File: src/npc_pkg.sv
// Package for the nearest palette color search block.
// Holds the color word type, mode codes and the sequencer state type.
// No dependencies.
package npc_pkg;

	localparam int unsigned CHAN_W  = 8;
	localparam int unsigned INDEX_W = 8;
	// 3 * 255^2 = 195075 fits in 18 bits
	localparam int unsigned SQ_W    = 2 * CHAN_W;
	localparam int unsigned DIST_W  = SQ_W + 2;

	typedef struct packed {
		logic [CHAN_W-1:0] red;
		logic [CHAN_W-1:0] green;
		logic [CHAN_W-1:0] blue;
	} rgb_t;

	typedef enum logic {
		MODE_WRITE = 1'b0,
		MODE_QUERY = 1'b1
	} mode_t;

	typedef enum logic [2:0] {
		ST_IDLE   = 3'b001,
		ST_SEARCH = 3'b010,
		ST_FIN    = 3'b100
	} state_t;

endpackage

File: src/npc_dist.sv
// Squared RGB distance stage between a query color and one palette entry.
// Depends on npc_pkg.
module npc_dist #(
	parameter int unsigned AW = 8
) (
	input  logic                          clk,
	input  logic                          arst_n,
	input  logic                          flush,
	input  logic                          valid_s1,
	input  logic [AW-1:0]                 idx_s1,
	input  npc_pkg::rgb_t                 query,
	input  npc_pkg::rgb_t                 entry_s1,
	output logic                          valid_s2,
	output logic [AW-1:0]                 idx_s2,
	output logic [npc_pkg::DIST_W-1:0]    dist_s2
);

	logic [npc_pkg::CHAN_W-1:0] dr, dg, db;
	logic [npc_pkg::SQ_W-1:0]   sr, sg, sb;
	logic [npc_pkg::DIST_W-1:0] sum;

	// absolute channel differences and their squares
	always_comb begin
		dr  = (query.red   > entry_s1.red)   ? query.red   - entry_s1.red
		                                     : entry_s1.red   - query.red;
		dg  = (query.green > entry_s1.green) ? query.green - entry_s1.green
		                                     : entry_s1.green - query.green;
		db  = (query.blue  > entry_s1.blue)  ? query.blue  - entry_s1.blue
		                                     : entry_s1.blue  - query.blue;
		sr  = dr * dr;
		sg  = dg * dg;
		sb  = db * db;
		sum = npc_pkg::DIST_W'(sr) + npc_pkg::DIST_W'(sg) + npc_pkg::DIST_W'(sb);
	end

	// stage valid
	always_ff @(posedge clk or negedge arst_n) begin
		if (!arst_n) begin
			valid_s2 <= 1'b0;
		end else begin
			valid_s2 <= valid_s1 && !flush;
		end
	end

	// stage payload
	always_ff @(posedge clk) begin
		idx_s2  <= idx_s1;
		dist_s2 <= sum;
	end

endmodule

File: config.mk
export PLATFORM = sky130hd
export DESIGN_NAME = npc_dist
export DESIGN_NICKNAME = d
export VERILOG_FILES = /design/src/npc_pkg.sv /design/src/npc_dist.sv
export SDC_FILE = /design/constraint.sdc
export NUM_CORES = 1
export LEC_CHECK = 0
export BUFFER_PORTS_ARGS = -buffer_cell sky130_fd_sc_hd__buf_2
export CAP_MARGIN = 20
export CORE_ASPECT_RATIO = 0.5
export CORE_MARGIN = 4
export CORE_UTILIZATION = 65
export CTS_CLUSTER_SIZE = 8
export DETAILED_ROUTE_END_ITERATION = 8
export GPL_TIMING_DRIVEN = 0
export PLACE_DENSITY = 0.86
export SLEW_MARGIN = 20
export SYNTH_ARGS = -nofsm -noshare
export SYNTH_HDL_FRONTEND = slang
export SYNTH_SLANG_ARGS = --single-unit
File: constraint.sdc
create_clock -name clk -period 0.8 [get_ports clk]
set_input_delay 0.04 -clock clk [delete_from_list [all_inputs] [get_ports clk]]
set_output_delay 0.04 -clock clk [all_outputs]
set_load 0.005 [all_outputs]
==> impl_metrics.py, run 1 <==
metrics = {
    "clocking": {
        "cts_sinks": 27,
        "clkTransAtPathRegs_ns": 0.07,
        "cts-root-buf": "clkbuf_16",
        "cts_made_buffers": 3,
        "cts_tree": "done",
        "cts_buffer_depth": 2,
        "htree_levels": 1,
    },
    "global_route": {
        "grt_pass1_vias": 7954,
        "grt_antenna_before_repair": 0,
        "grt_start_max_net_pins": 17,
        "grt_pass1_wl_um": 38700,
        "grt-ovfl-total": 0,
        "grt_usage_pct": 35.0,
    },
    "setup_path": {
        "crit_type": "in2reg",
        "cp.required_ns": 0.97,
        "critPathMostFrequentCell": "fa_1",
        "slowest_delay_ns": 0.64,
        "worstPathMaxFanout": 7,
        "cp-end-kind": "flop",
        "slowest_stage": "fa_2",
        "startpoint_type": "primary input",
        "arrival_ns": 8.12,
    },
    "synthesis": {
        "synth_seq_cells": 27,
        "synth_fp_nets": 1216,
        "synth.distinct_cells": 58,
        "synth_edf_count": 0,
        "synthArstFlopShare_pct": 3.70,
        "yosysWarnings": 0,
        "synth_top_cell_area_share_pct": 34.9,
        "synth_area_sq_um": 7970,
        "yosys-top-cells-area": "fa_1, ha_1, inv_1, dfxtp_1, nor2_1",
        "ys.flop_type": "dfxtp_1",
        "syn_area_per_cell_sq_um": 8.93,
        "synth_seq_area_share_pct": 6.84,
        "yosysTopAreaCell": "fa_1",
        "synthCells": 893,
    },
    "placement": {
        "port_buffers": 86,
        "post-place-ws_ns": -7.18,
        "hpwl_um": 15200,
        "gp_congestion": 0.959,
        "place_inst": 1144,
    },
    "cells_and_area": {
        "stdcell_count": 1242,
        "nets": 1401,
        "areaGrowthSynthToFinish_pct": 31.2,
        "diodes": 0,
        "drive_gt1_share_pct": 32.2,
    },
    "status": {
        "violations": "setup timing",
        "status": "finished, violations left",
    },
    "die": {
        "initial_utilization_pct": 66.9,
        "rows": 28,
        "ios": 87,
        "coreArea_sq_um": 11900,
        "die_y_um": 86.3,
        "die_area_sq_um": 14200,
        "die_x_um": 165,
    },
    "sta": {
        "final-hold-violation-count": 0,
        "rsz0062_at_grt": "true",
        "finalCritPeriodShare_pct": 994,
        "setup_viol_count_final": 19,
        "final_max_slew_viol_count": 0,
        "worst_slack_ns": -7.15,
        "fmax_mhz": 126,
        "relSlewSlack_pct": 47.5,
        "period_minus_slack_ns": 7.95,
        "tightest_slew_ns": 0.788,
        "finalSetupTns_ns": -102.14,
        "whs_ns": 0.0504,
    },
    "detailed_routing": {
        "dr.pass1.iters": 6,
        "drc_errors": 0,
        "wirelength_um": 30200,
        "postRouteAntennaNets": 0,
        "via_count": 7923,
        "drtIter0Drc": 907,
        "wl_per_cell_um": 24.3,
        "avgViaCountPerCell": 6.38,
    },
    "hold_path": {
        "hold_path.class": "in2async",
    },
    "run": {
        "maxCapViolCount": 0,
    },
}
-- state kept, by name, indices dropped and copies added (netlist names) --
| name | cells |
|---|---|
| idx_s2 | 8 |
| valid_s2 | 1 |
| dist_s2 | 18 |
-- path summary, 6_finish.rpt --
kind / slack, ns / startpoint / end
max in group asynchronous: 0.66 / arst_n / valid_s2$_DFF_PN0_
min in group clk: 0.30 / entry_s1[16] / dist_s2[0]$_DFF_P_
worst min-delay path: 0.05 / arst_n / valid_s2$_DFF_PN0_
worst max-delay path: -7.15 / query[19] / dist_s2[15]$_DFF_P_
-- through the flow --
stage	utilization (%)	cell area (sq um)
after floorplan	-	8280
after global placement	74.9	8920
after detailed placement	74.9	8920
after CTS	84.4	10100
after global routing	87.8	10500
final	87.8	10500
-- per-layer routing --
layer	wire (um)	up-vias	GRT usage [%]
met2	13300	801	60.5
li1	-	3092	-
met4	3150	0	22.8
met5	0	-	0
met3	3960	337	9.36
met1	9820	3693	38.7
-- placed cells by master, fill, tap and decap left out, types with 18 or more instances in the layout --
cell	netlist	routed
inv_1	247	221
fa_1	139	129
ha_1	124	104
buf_2	13	87
buf_4	1	67
nor2_1	84	65
a21oi_1	40	35
dfxtp_1	26	26
buf_6	0	23
inv_2	2	23
ha_4	0	18
-- final cells by class --
cell class	count	area [sq um]
multi-input combinational	598	7210
clock inverter	1	7.51
inverter	249	977
buffer	18	134
fill	486	1450
sequential	27	546
timing repair buffer	181	1310
tap	165	206
clock buffer	3	75.1
-- synth_stat cells (2+ instances only) --
master and instances:
inv_1 247, fa_1 139, ha_1 124, nor2_1 84
a21oi_1 40, dfxtp_1 26, xnor2_1 21, nand2b_1 18
mux2i_1 17, nand2_1 17, o21ai_0 17, or2_2 14
a21o_1 13, buf_2 13, xor2_1 12, nor2b_1 10
nand3_1 7, o21bai_1 6, a31oi_1 5, clkbuf_1 5
nor3_1 4, and2_1 3, and3_1 3, nand3b_1 3
nand4_1 3, a211oi_1 2, a21boi_0 2, a21oi_2 2
a221o_1 2, a221oi_1 2, inv_2 2, nand2_2 2
o211ai_1 2, xor2_2 2
-- critical path, delay by kind of cell --
kind	cells	cell delay, ns
adders and majority gates	9	4.28
AOI/OAI and AO/OA	6	1.53
buffers and inverters	9	1.13
and+or+nand+nor	4	0.56
xor gates and xnor gates	2	0.32
muxes	1	0.23
-- kinds of logic (layout without fill, tap and decap cells) --
logic type	after synthesis	after routing	synth area share, %
compound gates	105	105	8.80
simple gates	176	176	10.7
buf+inv	268	452	12.9
mux	19	19	2.45
fa+ha+maj	263	263	54.4
xor+xnor	35	35	4.03
flops	27	27	6.84
-- timing repair --
| action | in CTS | in global routing |
|---|---|---|
| endpoints found under the hold margin | 10 | 0 |
| hold buffers | 11 | 0 |
| cloned | 0 | 0 |
| setup endpoints to repair | 17 | 18 |
| setup buffers | 65 | 22 |
| pin swaps | 70 | 25 |
| resized for setup | 92 | 59 |
Power of run 1 is left out: the tool's default activity adds up to more than one toggle a clock period on the data nets, which glitch-free logic cannot reach.
==> inputs of run 2 (changes only) <==
--- a/config.mk
+++ b/config.mk
@@ -14,6 +14,7 @@
 export DETAILED_ROUTE_END_ITERATION = 8
 export GPL_TIMING_DRIVEN = 0
 export PLACE_DENSITY = 0.86
+export RECOVER_POWER = 25
 export SLEW_MARGIN = 20
 export SYNTH_ARGS = -nofsm -noshare
 export SYNTH_HDL_FRONTEND = slang
==> run 2 against run 1 <==
Effect of this change: the run still ends with setup timing left; core utilization hardly changed; non-clock buffer count stayed put; first-iteration DRC count stayed put; final area hardly changed; critical endpoint unchanged; highest routed layer unchanged.
==> impl_metrics.py, run 2 (synthesis results as in run 1) <==
metrics = {
    "clocking": {
        "cts_sinks": 27,
        "cts_buffer_depth": 2,
        "cts_tree": "done",
        "cts-root-buf": "clkbuf_16",
        "htree_levels": 1,
        "cts_made_buffers": 3,
        "clkTransAtPathRegs_ns": 0.07,
    },
    "setup_path": {
        "slowest_delay_ns": 0.65,
        "cp-end-kind": "flop",
        "worstPathMaxFanout": 7,
        "arrival_ns": 8.11,
        "critPathMostFrequentCell": "fa_1",
        "crit_path_end": "dist_s2[15]$_DFF_P_",
        "cp.required_ns": 0.97,
        "startpoint_type": "primary input",
        "crit_start": "query[19]",
        "crit_type": "in2reg",
        "slowest_stage": "fa_2",
    },
    "die": {
        "initial_utilization_pct": 66.9,
        "die_area_sq_um": 14200,
        "rows": 28,
        "ios": 87,
        "die_x_um": 165,
        "coreArea_sq_um": 11900,
        "die_y_um": 86.3,
    },
    "cells_and_area": {
        "nets": 1401,
        "largest_reg_flops": 18,
        "design_area_sq_um": 10500,
        "areaGrowthSynthToFinish_pct": 31.2,
        "diodes": 0,
        "final_common_cell": "inv_1",
        "reg_top3": "dist_s2 x18, idx_s2 x8, valid_s2 x1",
        "drive_gt1_share_pct": 32.1,
        "top_register": "dist_s2",
        "final_cell_mix": "inv_1, fa_1, ha_1, buf_2, buf_4",
    },
    "status": {
        "violations": "setup timing",
        "status": "finished, violations left",
    },
    "run": {
        "maxCapViolCount": 0,
    },
    "sta": {
        "final-hold-violation-count": 0,
        "rsz0062_at_grt": "true",
        "final_max_slew_viol_count": 0,
        "fmax_mhz": 126,
        "finalCritPeriodShare_pct": 993,
        "worst_slack_ns": -7.14,
        "period_minus_slack_ns": 7.94,
        "relSlewSlack_pct": 47.0,
        "setup_viol_count_final": 19,
        "tightest_slew_ns": 0.795,
    },
    "hold_path": {
        "hold_path.class": "in2async",
    },
    "placement": {
        "post_dp_cell_area_sq_um": 8920,
        "gp_congestion": 0.959,
        "hpwl_um": 15200,
        "port_buffers": 86,
    },
    "detailed_routing": {
        "via_count": 7898,
        "postRouteAntennaNets": 0,
        "wl_per_cell_um": 24.3,
        "drc_errors": 0,
        "dr.pass1.iters": 7,
        "wirelength_um": 30200,
        "drtIter0Drc": 907,
        "avgViaCountPerCell": 6.36,
    },
    "global_route": {
        "grt_pass1_wl_um": 38700,
        "grt_start_max_net_pins": 17,
        "grt-ovfl-total": 0,
        "grt_pass1_vias": 7954,
        "grt_antenna_before_repair": 0,
        "grt_usage_pct": 35.0,
    },
}
## run 2: changes by cell type in the layout (fill, tap and decap cells not counted), sizes merged
cell and delta:
buf -1, clkbuf +1
## run 2: cell type report
class	count	area, sq um
flip-flops and latches	27	546
multi-input cells	598	7210
fillers	487	1450
clock inverters	1	7.51
plain buffers	18	134
inverters	249	977
repair buffers	181	1310
well taps	165	206
clock buffers	3	75.1
## run 2: stage by stage
step	worst slack, ns	TNS, ns	hold WS (ns)	utilization (%)	std cells
finish	-7.14	-102.00	0.0451	87.8	1242
global route	-7.17	-102.60	0.0794	87.8	1242
CTS	-6.34	-91.17	0.0617	84.4	1223
detailed placement	-7.18	-102.51	-0.181	74.9	1144
global placement	-7.10	-100.95	-0.184	74.9	1144
floorplan	-6.21	-87.77	-0.256	-	893
## run 2: worst min path at each step
stage / from / end / slack, ns / depth (start not counted)
final: arst_n / valid_s2$_DFF_PN0_ / 0.05 / 2
after global routing: arst_n / valid_s2$_DFF_PN0_ / 0.08 / 2
after global placement: arst_n / valid_s2$_DFF_PN0_ / -0.18 / 1
after floorplan: arst_n / valid_s2$_DFF_PN0_ / -0.26 / 0
after CTS: arst_n / valid_s2$_DFF_PN0_ / 0.06 / 2
after detailed placement: arst_n / valid_s2$_DFF_PN0_ / -0.18 / 1
## run 2: what timing repair did
action,4_1_cts,5_1_grt
endpoints found under the hold margin,10,0
setup buffers,65,22
pin swaps,70,25
gates resized for setup,92,59
hold buffers,11,0
setup endpoints to repair,17,18
## run 2: metal layers
layer	track usage [%]	wire length [um]	up-vias
met5	0	0	-
met4	22.8	3150	0
met3	9.36	4010	335
met2	60.5	13300	801
met1	38.7	9760	3671
li1	-	-	3091
## run 2: worst max-delay path: cells and delay by family
family / cells / cell delay (ns)
adders and majority gates: 9 / 4.29
and+or+nand+nor: 4 / 0.56
buffers and inverters: 9 / 1.14
AOI/OAI and AO/OA: 6 / 1.50
xor gates and xnor gates: 2 / 0.32
muxes: 1 / 0.23
Power of run 2 is left out for the same reason.
